<file path="src/hdl/ssc_pkg.sv">
// ----------------------------------------------------------------------------
// Seven-segment chain refresh package
// Shared sizes, mode codes, segment constants, the glyph table and the
// command bundle between the controller and the datapath.
// ----------------------------------------------------------------------------
package ssc_pkg;

   // Number of digits on the chain and number of brightness slices.
   localparam int DIGITS = 6;
   localparam int SLICES = 16;

   // Derived widths.
   localparam int DIGIT_W = (DIGITS > 1) ? $clog2(DIGITS) : 1;
   localparam int LEVEL_W = $clog2(SLICES + 1);
   localparam int CMP_W   = 5;
   localparam int BIT_W   = 3;

   // Transaction modes.
   localparam logic [1:0] MODE_WRITE_DIGIT = 2'd0;
   localparam logic [1:0] MODE_SET_LEVEL   = 2'd1;
   localparam logic [1:0] MODE_SET_ALL     = 2'd2;
   localparam logic [1:0] MODE_EMIT_SLICE  = 2'd3;

   // Segment bit positions within a digit byte.
   localparam logic [7:0] SEG_A   = 8'h80;
   localparam logic [7:0] SEG_B   = 8'h40;
   localparam logic [7:0] SEG_C   = 8'h20;
   localparam logic [7:0] SEG_D   = 8'h10;
   localparam logic [7:0] SEG_E   = 8'h08;
   localparam logic [7:0] SEG_F   = 8'h04;
   localparam logic [7:0] SEG_G   = 8'h02;
   localparam logic [7:0] SEG_P   = 8'h01;
   localparam logic [7:0] SEG_BAD = SEG_A | SEG_C | SEG_E;

   localparam logic [7:0] CHAR_SPACE = 8'h20;

   // Commands from the controller to the datapath.
   typedef struct packed {
      logic               write_char;
      logic               write_level;
      logic               write_all;
      logic               load_slice;
      logic               emit;
      logic [DIGIT_W-1:0] digit;
      logic [BIT_W-1:0]   bit_sel;
      logic               first;
      logic               last;
   } ssc_cmd_type;

   // Segment pattern for a character; unknown characters show segments A, C, E.
   function automatic logic [7:0] glyph_of(input logic [7:0] ch);
      logic [7:0] pat;
      case (ch)
         8'h20: pat = 8'h00;
         8'h2D: pat = SEG_G;
         8'h30: pat = SEG_A | SEG_B | SEG_C | SEG_D | SEG_E | SEG_F;
         8'h31: pat = SEG_B | SEG_C;
         8'h32: pat = SEG_A | SEG_B | SEG_D | SEG_E | SEG_G;
         8'h33: pat = SEG_A | SEG_B | SEG_C | SEG_D | SEG_G;
         8'h34: pat = SEG_B | SEG_C | SEG_F | SEG_G;
         8'h35, 8'h53, 8'h73: pat = SEG_A | SEG_C | SEG_D | SEG_F | SEG_G;
         8'h36: pat = SEG_A | SEG_C | SEG_D | SEG_E | SEG_F | SEG_G;
         8'h37: pat = SEG_A | SEG_B | SEG_C;
         8'h38: pat = SEG_A | SEG_B | SEG_C | SEG_D | SEG_E | SEG_F | SEG_G;
         8'h39: pat = SEG_A | SEG_B | SEG_C | SEG_D | SEG_F | SEG_G;
         8'h41: pat = SEG_A | SEG_B | SEG_C | SEG_E | SEG_F | SEG_G;
         8'h42: pat = SEG_C | SEG_D | SEG_E | SEG_F | SEG_G;
         8'h43: pat = SEG_A | SEG_D | SEG_E | SEG_F;
         8'h44, 8'h64: pat = SEG_B | SEG_C | SEG_D | SEG_E | SEG_G;
         8'h45: pat = SEG_A | SEG_D | SEG_E | SEG_F | SEG_G;
         8'h46: pat = SEG_A | SEG_E | SEG_F | SEG_G;
         8'h47: pat = SEG_A | SEG_C | SEG_D | SEG_E | SEG_F;
         8'h48: pat = SEG_B | SEG_C | SEG_E | SEG_F | SEG_G;
         8'h49, 8'h69: pat = SEG_E | SEG_F;
         8'h4C, 8'h6C: pat = SEG_D | SEG_E | SEG_F;
         8'h4E, 8'h6E: pat = SEG_C | SEG_E | SEG_G;
         8'h4F, 8'h6F: pat = SEG_C | SEG_D | SEG_E | SEG_G;
         8'h50, 8'h70: pat = SEG_A | SEG_B | SEG_E | SEG_F | SEG_G;
         8'h52, 8'h72: pat = SEG_E | SEG_G;
         8'h54, 8'h74: pat = SEG_D | SEG_E | SEG_F | SEG_G;
         8'h55, 8'h75: pat = SEG_B | SEG_C | SEG_D | SEG_E | SEG_F;
         default: pat = SEG_BAD;
      endcase
      return pat;
   endfunction

endpackage

</file>
<file path="src/hdl/ssc_ctrl.sv">
// ----------------------------------------------------------------------------
// Seven-segment chain refresh controller
// Decodes transactions and walks the digit and bit counters of a slice.
// ----------------------------------------------------------------------------
module ssc_ctrl import ssc_pkg::*; (
   input  logic        clock,
   input  logic        reset,
   input  logic        start,
   input  logic [1:0]  req_mode,
   input  logic [2:0]  req_digit_index,
   input  logic [3:0]  req_slice_index,
   output logic        busy,
   output ssc_cmd_type cmd
);

   localparam logic ST_IDLE  = 1'b0;
   localparam logic ST_SHIFT = 1'b1;

   logic               state_ff, state_in;
   logic [DIGIT_W-1:0] digit_ff, digit_in;
   logic [BIT_W-1:0]   bit_ff, bit_in;
   logic               accept;
   logic               index_ok;
   logic               slice_ok;

   assign busy     = (state_ff == ST_SHIFT);
   assign accept   = start && !busy;
   assign index_ok = ({1'b0, req_digit_index} < 4'(DIGITS));
   assign slice_ok = (CMP_W'(req_slice_index) < CMP_W'(SLICES));

   // Next state, counters and commands.
   always_comb begin
      state_in = state_ff;
      digit_in = digit_ff;
      bit_in   = bit_ff;
      cmd      = '0;
      cmd.digit   = digit_ff;
      cmd.bit_sel = bit_ff;
      case (state_ff)
         ST_IDLE: begin
            if (accept) begin
               case (req_mode)
                  MODE_WRITE_DIGIT: cmd.write_char  = index_ok;
                  MODE_SET_LEVEL:   cmd.write_level = index_ok;
                  MODE_SET_ALL:     cmd.write_all   = 1'b1;
                  MODE_EMIT_SLICE: begin
                     if (slice_ok) begin
                        cmd.load_slice = 1'b1;
                        state_in       = ST_SHIFT;
                        digit_in       = DIGIT_W'(DIGITS - 1);
                        bit_in         = '0;
                     end
                  end
                  default: ;
               endcase
            end
         end
         ST_SHIFT: begin
            cmd.emit  = 1'b1;
            cmd.first = (digit_ff == DIGIT_W'(DIGITS - 1)) && (bit_ff == '0);
            cmd.last  = (digit_ff == '0) && (bit_ff == '1);
            if (bit_ff == '1) begin
               bit_in = '0;
               if (digit_ff == '0) begin
                  state_in = ST_IDLE;
               end else begin
                  digit_in = digit_ff - 1'b1;
               end
            end else begin
               bit_in = bit_ff + 1'b1;
            end
         end
         default: state_in = ST_IDLE;
      endcase
   end

   // State register; the counters are loaded before each use.
   always_ff @(posedge clock) begin
      if (reset) begin
         state_ff <= ST_IDLE;
      end else begin
         state_ff <= state_in;
      end
      digit_ff <= digit_in;
      bit_ff   <= bit_in;
   end

endmodule

</file>
<file path="src/hdl/ssc_dp.sv">
// ----------------------------------------------------------------------------
// Seven-segment chain refresh datapath
// Holds characters, points and levels, and serializes digit patterns.
// ----------------------------------------------------------------------------
module ssc_dp import ssc_pkg::*; (
   input  logic        clock,
   input  logic        reset,
   input  ssc_cmd_type cmd,
   input  logic [2:0]  req_digit_index,
   input  logic [7:0]  req_char_code,
   input  logic        req_point_on,
   input  logic [7:0]  req_level,
   input  logic [3:0]  req_slice_index,
   output logic        rsp_valid,
   output logic        rsp_serial_bit,
   output logic        rsp_latch_high,
   output logic        rsp_last
);

   logic [7:0]         chars_ff [DIGITS];
   logic [LEVEL_W-1:0] levels_ff [DIGITS];
   logic [DIGITS-1:0]  points_ff;
   logic [3:0]         slice_ff;
   logic               valid_ff;
   logic               serial_ff, serial_in;
   logic               latch_ff;
   logic               last_ff;
   logic [DIGIT_W-1:0] waddr;
   logic [LEVEL_W-1:0] level_sat;
   logic               lit;
   logic [7:0]         pattern;

   assign waddr     = req_digit_index[DIGIT_W-1:0];
   assign level_sat = (req_level > 8'(SLICES)) ? LEVEL_W'(SLICES)
                                               : req_level[LEVEL_W-1:0];

   // Pattern of the digit being shifted and the selected bit, LSB first.
   always_comb begin
      lit     = (CMP_W'(slice_ff) < CMP_W'(levels_ff[cmd.digit]));
      pattern = '0;
      if (lit) begin
         pattern = glyph_of(chars_ff[cmd.digit]) |
                   {7'b0, points_ff[cmd.digit]};
      end
      serial_in = pattern[cmd.bit_sel];
   end

   // Digit storage.
   always_ff @(posedge clock) begin
      if (reset) begin
         for (int d = 0; d < DIGITS; d++) begin
            chars_ff[d]  <= CHAR_SPACE;
            levels_ff[d] <= LEVEL_W'(SLICES);
         end
         points_ff <= '0;
      end else begin
         if (cmd.write_char) begin
            chars_ff[waddr]  <= req_char_code;
            points_ff[waddr] <= req_point_on;
         end
         if (cmd.write_level) begin
            levels_ff[waddr] <= level_sat;
         end
         if (cmd.write_all) begin
            for (int d = 0; d < DIGITS; d++) begin
               levels_ff[d] <= level_sat;
            end
         end
      end
   end

   // Slice under refresh.
   always_ff @(posedge clock) begin
      if (cmd.load_slice) begin
         slice_ff <= req_slice_index;
      end
   end

   // Result register.
   always_ff @(posedge clock) begin
      if (reset) begin
         valid_ff <= 1'b0;
      end else begin
         valid_ff <= cmd.emit;
      end
      serial_ff <= serial_in;
      latch_ff  <= cmd.first;
      last_ff   <= cmd.last;
   end

   assign rsp_valid      = valid_ff;
   assign rsp_serial_bit = serial_ff;
   assign rsp_latch_high = latch_ff;
   assign rsp_last       = last_ff;

endmodule

</file>
<file path="src/hdl/seven_segment_chain_refresh_core.sv">
// ----------------------------------------------------------------------------
// Seven-segment chain refresh core
// Digit, point and brightness store with a serial slice output for a chain
// of shift-register display drivers.
// ----------------------------------------------------------------------------
// Write transactions (modes 0 to 2) leave busy low.
// An emit-slice transaction keeps busy high while the controller's digit and
// bit counters walk all DIGITS*8 = 48 bits, one bit per cycle; each bit is
// selected in the shift state and reaches the result ports through the
// result register. The receiver cannot stall; each bit shows for one
// cycle with rsp_valid. Synchronous reset: digits space, points off, full levels.
module seven_segment_chain_refresh_core import ssc_pkg::*; (
   input  logic       clock,
   input  logic       reset,
   input  logic       start,
   output logic       busy,
   input  logic [1:0] req_mode,
   input  logic [2:0] req_digit_index,
   input  logic [7:0] req_char_code,
   input  logic       req_point_on,
   input  logic [7:0] req_level,
   input  logic [3:0] req_slice_index,
   output logic       rsp_valid,
   output logic       rsp_serial_bit,
   output logic       rsp_latch_high,
   output logic       rsp_last
);

   ssc_cmd_type cmd;

   // Transaction decode and slice sequencing.
   ssc_ctrl u_ctrl (
      .clock           (clock),
      .reset           (reset),
      .start           (start),
      .req_mode        (req_mode),
      .req_digit_index (req_digit_index),
      .req_slice_index (req_slice_index),
      .busy            (busy),
      .cmd             (cmd)
   );

   // Storage and serializer.
   ssc_dp u_dp (
      .clock           (clock),
      .reset           (reset),
      .cmd             (cmd),
      .req_digit_index (req_digit_index),
      .req_char_code   (req_char_code),
      .req_point_on    (req_point_on),
      .req_level       (req_level),
      .req_slice_index (req_slice_index),
      .rsp_valid       (rsp_valid),
      .rsp_serial_bit  (rsp_serial_bit),
      .rsp_latch_high  (rsp_latch_high),
      .rsp_last        (rsp_last)
   );

   // A result bit only follows a cycle spent shifting.
   assert property (@(posedge clock) disable iff (reset)
      rsp_valid |-> $past(busy))
      else $error("result strobe without a slice in progress");

   // The end of a slice coincides with its final bit on the ports.
   assert property (@(posedge clock) disable iff (reset)
      $fell(busy) |-> (rsp_valid && rsp_last))
      else $error("slice ended without its final bit");

   // An accepted emit with a valid slice starts shifting.
   assert property (@(posedge clock) disable iff (reset)
      (start && !busy && (req_mode == MODE_EMIT_SLICE) &&
       (5'(req_slice_index) < 5'(SLICES))) |=> busy)
      else $error("valid slice request did not start shifting");

   // The latch pulse and the final bit never meet in a multi-bit slice.
   assert property (@(posedge clock) disable iff (reset)
      rsp_latch_high |-> (rsp_valid && !rsp_last))
      else $error("latch pulse on a wrong bit");

endmodule

</file>
<file path="config.mk">
export PLATFORM = sky130hd
export DESIGN_NAME = seven_segment_chain_refresh_core
export DESIGN_NICKNAME = d
export VERILOG_FILES = /design/src/hdl/ssc_pkg.sv /design/src/hdl/ssc_ctrl.sv /design/src/hdl/ssc_dp.sv /design/src/hdl/seven_segment_chain_refresh_core.sv
export SDC_FILE = /design/constraint.sdc
export NUM_CORES = 1
export LEC_CHECK = 0
export BUFFER_PORTS_ARGS = -buffer_cell sky130_fd_sc_hd__buf_4
export CELL_PAD_IN_SITES_DETAIL_PLACEMENT = 0
export CELL_PAD_IN_SITES_GLOBAL_PLACEMENT = 1
export CORE_MARGIN = 3
export CORE_UTILIZATION = 25
export CTS_CLUSTER_DIAMETER = 200
export CTS_CLUSTER_SIZE = 16
export DETAILED_ROUTE_END_ITERATION = 10
export PLACE_DENSITY_LB_ADDON = 0.25
export SLEW_MARGIN = 5
export SYNTH_ARGS = -nofsm -noshare
export SYNTH_HDL_FRONTEND = slang
export SYNTH_HIERARCHICAL = 1
export SYNTH_SLANG_ARGS = --single-unit
</file>
<file path="constraint.sdc">
create_clock -name clock -period 3.83 [get_ports clock]
set_input_delay 0 -clock clock [delete_from_list [all_inputs] [get_ports clock]]
set_output_delay 0 -clock clock [all_outputs]
set_load 0.005 [all_outputs]
</file>
==> results of run 1 <==
-- area by class of cell --
cell class,count,area (sq um),area share [%]
flip-flops and latches,125,3640,46.0
clock inverters,14,170,2.15
clock buffers,17,425,5.37
multi-input cells,375,2780,35.1
inverters,23,86.3,1.09
repair buffers,51,403,5.08
well taps,335,419,5.29
-- worst max-delay path, cell delays in order (launching register included) --
cell,delay [ns]
edfxtp_1,0.70
buf_4,0.48
nor2_1,0.16
a22oi_1,0.38
and2_1,0.39
mux2_2,0.39
o221ai_2,0.18
a221oi_2,0.09
a211oi_1,0.32
nor3_2,0.08
-- where the power goes --
group          internal, mW  switching, mW  leakage [nW]
clock                  1.02          0.579         0.281
sequential             1.52         0.0199          1.28
combinational         0.101          0.147          1.34
-- repair_timing --
action / 4_1_cts / 5_1_grt
endpoints found under the hold margin: 20 / 0
hold buffers: 8 / 0
setup endpoints to repair: 0 / 0
-- layer usage --
metal | vias to the layer above | routed length, microns
met1 | 2193 | 7370
met4 | 0 | 386
li1 | 2128 | -
met3 | 29 | 362
met2 | 91 | 7870
met5 | - | 0
-- layout by cell type (no fill, tap or decap), types with 5 or more instances in the layout --
cell type,n
or3_1,5
nand2_1,61
o211ai_1,5
nand3_1,18
inv_1,22
nor2_1,80
o221ai_1,5
dlygate4sd3_1,8
dfxtp_1,11
buf_4,43
nand2b_1,11
mux4_2,23
nand4_1,6
mux2i_1,14
edfxtp_1,114
o21ai_0,8
and2_1,5
clkbuf_16,17
nor2b_1,9
nor3_1,6
a21oi_1,19
or2_2,6
ha_1,17
-- sequential cells by signal (all words and copies together) (netlist names) --
register / count
u_dp/rsp_latch_high: 1
u_ctrl/busy: 1
u_dp/rsp_valid: 1
u_dp/levels_ff: 40
u_dp/rsp_serial_bit: 1
u_dp/rsp_last: 1
u_dp/points_ff: 6
u_ctrl/bit_ff: 3
u_ctrl/digit_ff: 3
u_dp/chars_ff: 64
u_dp/slice_ff: 4
-- worst min path at each step --
stage / endpoint / depth (start not counted)
2_1_floorplan: u_ctrl/busy / 1
3_3_place_gp: u_dp/slice_ff[1] / 1
3_5_place_dp: u_dp/slice_ff[1] / 1
4_1_cts: u_dp/levels_ff[6][2] / 3
5_1_grt: u_dp/chars_ff[0][1] / 3
6_report: u_dp/levels_ff[7][2] / 3
-- kinds of logic after synthesis --
family                   after synthesis  share of synthesized area, %
multiplexers                          49                          12.8
adder cells (fa/ha/maj)               17                          3.19
AND/OR/NAND/NOR                      227                          16.3
buffers and inverters                 49                          3.77
XOR/XNOR                               2                         0.263
AO/OA/AOI/OAI                         80                          9.11
flip-flops                           125                          54.6
==> flow_metrics.env, run 1 <==
export IMPL_run_status="finished, final reports clean"
export IMPL_cts_tree="built"
export IMPL_synth_cells=549
export IMPL_finalClockSkew_ns=0.00904
export IMPL_fp_row_count=59
export IMPL_rr_startpoint="u_ctrl/digit_ff[0]"
export IMPL_grt_total_usage_pct=11.5
export IMPL_maxSlewViolCount=0
export IMPL_power_density_nw_per_um2=427
export IMPL_r2r_setup_slack_ns=0.56
export IMPL_max_cap_viol_count=0
export IMPL_start_util_pct=25.5
export IMPL_synth_top_cells_by_area="edfxtp_1 (51%), mux4_2 (7.8%), nor2_1 (4.5%), nand2_1 (3.4%), dfxtp_1 (3.3%)"
export IMPL_detailedPlace_worstSlack_ns=0.490
export IMPL_drive_gt1_share_pct=21.7
export IMPL_synth_common_cells="edfxtp_1 (114), nor2_1 (80), nand2_1 (61)"
export IMPL_port_buffers=33
export IMPL_fillers=2670
export IMPL_drcViolationCount=0
export IMPL_grt_max_degree=29
export IMPL_clock_latency_ns=0.41
export IMPL_endpoint_kind="flip-flop"
export IMPL_grt_pass1_wl_microns=25300
export IMPL_min_path_type="input port to flip-flop"
export IMPL_finalNetCount=639
export IMPL_power_leakage_nw=2.91
export IMPL_antenna_left=0
export IMPL_busiest_layer="met2"
export IMPL_synth_edff_count=114
export IMPL_power_mw=3.39
export IMPL_finalNonFillerCells=940
export IMPL_fin_tns_setup_ns=0
export IMPL_path_max_fanout=22
export IMPL_hp_start="req_level[2]"
export IMPL_syn_num_nets=595
export IMPL_dieArea_sq_um=28700
export IMPL_io_pins=34
export IMPL_drt_wirelength_per_cell_microns=17.0
export IMPL_peakVddDrop_uv=191
export IMPL_num_vias=4441
export IMPL_ctsHtreeMaxLevel=4
export IMPL_areaGrowthSynthToFinish_pct=18.8
export IMPL_slew_headroom_pct=49.3
export IMPL_path_clk_slew_ns=0.06
export IMPL_gr_total_overflow=0
export IMPL_die_w_microns=169
export IMPL_utilization_pct=30.3
export IMPL_clock_sinks=125
export IMPL_finalCritPeriodShare_pct=85.4
export IMPL_ys_seq_area_share_pct=54.6
export IMPL_stdcell_area_sq_um=7930
export IMPL_critPathKind="flip-flop to flip-flop"
export IMPL_synth_ff_type="edfxtp_1"
export IMPL_ys_ff_latch=125
export IMPL_gp_congestion=0.769
export IMPL_numPlacedInstances=901
export IMPL_synth_area_sq_um=6670
export IMPL_post_cts_resized=0
export IMPL_crit_reg2reg_capture="u_dp/rsp_serial_bit"
export IMPL_fp_coreArea_sq_um=26100
export IMPL_synth_top_area_share_pct=51.3
export IMPL_clk_path_buf_depth=2
export IMPL_synthDistinctLibCells=68
export IMPL_synth_area_leader_cell="edfxtp_1"
export IMPL_routed_wl_microns=16000
export IMPL_grt_use_met3_pct=1.91
export IMPL_worstRegToRegCells=9
export IMPL_worstMarginPinSlew_ns=0.754
export IMPL_cp_required_ns=4.12
export IMPL_max_freq_mhz=306
export IMPL_hpwl_microns=12000
export IMPL_met1_usage_pct=15.1
export IMPL_hold_viol=0
export IMPL_fin_crit_ns=3.27
export IMPL_cp_startpoint="u_ctrl/digit_ff[0]"
export IMPL_crit_path_end="u_dp/rsp_serial_bit"
export IMPL_synth_most_common_cell="edfxtp_1"
export IMPL_avgSynthCellArea_sq_um=12.2
export IMPL_grt_pass1_vias=4551
export IMPL_rsz0062_at_grt="false"
export IMPL_via_per_inst=4.72
export IMPL_synth_warnings=6
export IMPL_ys_async_sr_fraction_pct=0
export IMPL_whs_ns=0.0406
export IMPL_placed_area_sq_um=7250
export IMPL_numCtsBuffers=17
export IMPL_start_kind="flip-flop"
export IMPL_diodes=0
export IMPL_grt_met2_usage_pct=18.8
export IMPL_post_cts_setup_buffers=0
export IMPL_die_h_microns=169
export IMPL_setup_ws_ns=0.558
export IMPL_setup_violations=0
export IMPL_ctsRootBufferMaster="clkbuf_16"
export IMPL_critPathArrivalTime_ns=3.56
export IMPL_drt_iter0_markers=310
export IMPL_drt_pass1_iter_count=5
export IMPL_antenna_found_initial=0
Note: power is estimated with default switching activity, not from simulation.
==> run 2: changes to the inputs <==
--- a/config.mk
+++ b/config.mk
@@ -17,5 +17,4 @@
 export SLEW_MARGIN = 5
 export SYNTH_ARGS = -nofsm -noshare
 export SYNTH_HDL_FRONTEND = slang
-export SYNTH_HIERARCHICAL = 1
 export SYNTH_SLANG_ARGS = --single-unit
==> constraint.sdc (replaced) <==
create_clock -name clock -period 3.6 [get_ports clock]
set_input_delay 0 -clock clock [delete_from_list [all_inputs] [get_ports clock]]
set_output_delay 0 -clock clock [all_outputs]
set_load 0.005 [all_outputs]
==> run 2 against run 1 <==
Global-route usage is 0.21 points higher. Critical path depth is 1 higher. Worst setup slack worse by 0.27 ns. Clock power is 16% higher. Clock skew is 0.0012 ns higher. Via count is 4.3% lower. Cell count is 1.2% lower. Area after synthesis is 3.6% lower. First-iteration DRC count is 18% lower. Critical path type unchanged. Critical endpoint is now u_dp.rsp_serial_bit. Highest routed layer unchanged.
==> flow_metrics.env, run 2 <==
export IMPL_drt_pass1_iter_count=5
export IMPL_max_freq_mhz=302
export IMPL_start_kind="flip-flop"
export IMPL_synth_common_cells="edfxtp_1 (114), nor2_1 (90), nand2_1 (35)"
export IMPL_synth_area_sq_um=6430
export IMPL_min_path_type="input port to flip-flop"
export IMPL_worstMarginPinSlew_ns=0.800
export IMPL_gr_total_overflow=0
export IMPL_critPathArrivalTime_ns=3.62
export IMPL_p_sw_mw=1.04
export IMPL_whs_path_depth=3
export IMPL_largest_reg_flops=64
export IMPL_synthDistinctLibCells=60
export IMPL_pwr_share_seq_pct=41.5
export IMPL_final_common_cell="edfxtp_1"
export IMPL_endpoint_kind="flip-flop"
export IMPL_synth_top_cells_by_area="edfxtp_1 (53%), mux4_2 (9.4%), nor2_1 (5.2%), dfxtp_1 (4.4%), ha_1 (3.3%)"
export IMPL_critical_path_slowest_cell="mux4_2"
export IMPL_avgSynthCellArea_sq_um=12.7
export IMPL_ctsHtreeMaxLevel=4
export IMPL_peakVddDrop_uv=295
export IMPL_grt_total_usage_pct=11.7
export IMPL_post_cts_resized=0
export IMPL_synth_top_area_share_pct=53.2
export IMPL_finalNetCount=633
export IMPL_fin_tns_setup_ns=0
export IMPL_r2r_setup_slack_ns=0.29
export IMPL_ys_seq_area_share_pct=57.6
export IMPL_antenna_left=0
export IMPL_dieArea_sq_um=27700
export IMPL_synth_cells=508
export IMPL_port_buffers=33
export IMPL_netSwitchingFraction_pct=25.0
export IMPL_hold_viol=0
export IMPL_power_leakage_nw=2.90
export IMPL_synth_warnings=0
export IMPL_top_register="u_dp.chars_ff"
export IMPL_ys_ff_latch=128
export IMPL_numCtsBuffers=17
export IMPL_reg_top3="u_dp.chars_ff: 64 flops, u_dp.levels_ff: 40 flops, u_dp.points_ff: 6 flops"
export IMPL_antenna_found_initial=0
export IMPL_gp_congestion=0.756
export IMPL_grt_pass1_wl_microns=25200
export IMPL_clock_latency_ns=0.41
export IMPL_synth_edff_count=114
export IMPL_via_per_inst=4.57
export IMPL_cts_tree="built"
export IMPL_clk_path_buf_depth=2
export IMPL_critPathKind="flip-flop to flip-flop"
export IMPL_hp_start="req_char_code[2]"
export IMPL_rsz0062_at_grt="false"
export IMPL_drt_iter0_markers=255
export IMPL_synth_ff_type="edfxtp_1"
export IMPL_areaGrowthSynthToFinish_pct=23.3
export IMPL_clockPowerShare_pct=44.7
export IMPL_post_cts_setup_buffers=0
export IMPL_finalCritPeriodShare_pct=92.0
export IMPL_finalClockSkew_ns=0.0103
export IMPL_grt_pass1_vias=4464
export IMPL_cts_hold_buf=16
export IMPL_synth_most_common_cell="edfxtp_1"
export IMPL_min_to="u_dp.chars_ff[4][2]"
export IMPL_intPower_mw=3.10
export IMPL_power_density_nw_per_um2=521
export IMPL_crit_reg2reg_capture="u_dp.rsp_serial_bit"
export IMPL_path_max_fanout=14
export IMPL_synth_area_leader_cell="edfxtp_1"
export IMPL_comb_power_share_pct=13.9
export IMPL_setup_violations=0
export IMPL_start_util_pct=25.5
export IMPL_hpwl_microns=11200
export IMPL_routed_wl_microns=15800
export IMPL_drcViolationCount=0
export IMPL_ctsRootBufferMaster="clkbuf_16"
export IMPL_fp_coreArea_sq_um=25300
export IMPL_io_pins=34
export IMPL_max_cap_viol_count=0
export IMPL_maxSlewViolCount=0
export IMPL_grt_max_degree=25
export IMPL_die_w_microns=166
export IMPL_fin_crit_ns=3.31
export IMPL_stdcell_area_sq_um=7940
export IMPL_diodes=0
export IMPL_crit_chain="buf_4 -> buf_4 -> mux4_2 -> mux2i_2 -> nand2_1 -> o311ai_1 -> a211oi_1 -> o31a_1 -> o211ai_1 -> nand2_1"
export IMPL_layout_common_cells="edfxtp_1 (114), nor2_1 (90), buf_4 (47)"
export IMPL_die_h_microns=166
export IMPL_path_clk_slew_ns=0.06
export IMPL_slew_headroom_pct=46.1
export IMPL_fp_row_count=58
export IMPL_ys_async_sr_fraction_pct=0
export IMPL_worstRegToRegCells=10
export IMPL_crit_path_max_incr_delay_ns=0.61
export IMPL_drt_wirelength_per_cell_microns=17.0
export IMPL_clock_sinks=128
export IMPL_placed_area_sq_um=7150
export IMPL_drive_gt1_share_pct=21.5
export IMPL_run_status="finished, final reports clean"
export IMPL_num_vias=4250
export IMPL_cp_required_ns=3.90
-- run 2: logic make-up (layout without fill, tap and decap cells) --
| kind of cell | after synthesis | after routing | synth area share, % |
|---|---|---|---|
| adders and majority gates | 17 | 17 | 3.31 |
| xor gates and xnor gates | 3 | 3 | 0.408 |
| DFF | 128 | 128 | 57.6 |
| other | 1 | 26 | 0.0583 |
| AOI/OAI and AO/OA | 74 | 74 | 7.35 |
| buffers and inverters | 51 | 117 | 3.67 |
| and+or+nand+nor | 176 | 176 | 12.4 |
| muxes | 58 | 58 | 15.3 |
-- run 2: metrics by stage --
stage | std cells | setup WS [ns] | power [mW] | util [%] | hold WS [ns]
CTS | 929 | 0.291 | 4.17 | 31.4 | 0.00981
finish | 929 | 0.289 | 4.14 | 31.4 | 0.0164
detailed placement | 882 | 0.310 | 2.31 | 28.3 | 0.180
global placement | 882 | 0.259 | 2.32 | 28.3 | 0.180
global route | 929 | 0.0103 | 4.29 | 31.4 | 0.0458
floorplan | 533 | 0.340 | 2.13 | - | 0.0989
-- run 2: routing by layer --
layer / share of wire (%) / wire, microns / up-vias / GRT usage (%)
li1: - / - / 2012 / -
met1: 46 / 7180 / 2133 / 15.2
met2: 50 / 7970 / 89 / 19.7
met3: 2.7 / 429 / 16 / 1.95
met4: 1.2 / 195 / 0 / 4.02
met5: 0 / 0 / - / 0
-- run 2: worst max path at each step --
stage / startpoint / end / slack [ns] / cells past startpoint
6_report: flip-flop / u_dp.rsp_serial_bit / 0.29 / 10
5_1_grt: flip-flop / u_dp.rsp_serial_bit / 0.01 / 10
4_1_cts: flip-flop / u_dp.rsp_serial_bit / 0.29 / 10
3_5_place_dp: flip-flop / u_dp.rsp_serial_bit / 0.31 / 10
3_3_place_gp: flip-flop / u_dp.rsp_serial_bit / 0.26 / 10
2_1_floorplan: flip-flop / u_dp.rsp_serial_bit / 0.34 / 12
-- run 2: worst max-delay path: cells and delay by family (launching register included) --
| family | cells | cell delay, ns |
|---|---|---|
| muxes | 2 | 0.99 |
| AOI/OAI and AO/OA | 4 | 0.94 |
| buffers and inverters | 2 | 0.62 |
| DFF | 1 | 0.36 |
| and+or+nand+nor | 2 | 0.28 |
-- run 2: cell type report --
cell class	instances	area [sq um]
clock buffers	17	425
clock inverters	14	205
fillers	2576	17300
inverters	23	86.3
multi-input cells	354	2590
flip-flops and latches	128	3700
well taps	330	413
repair buffers	63	513
-- run 2: power groups by stage --
stage	sequential, mW	combinational (mW)	clock [mW]
after CTS	1.72	0.579	1.87
final	1.72	0.574	1.85
after global routing	1.72	0.629	1.93
after global placement	1.75	0.571	0
after detailed placement	1.75	0.566	0
after floorplan	1.73	0.399	0
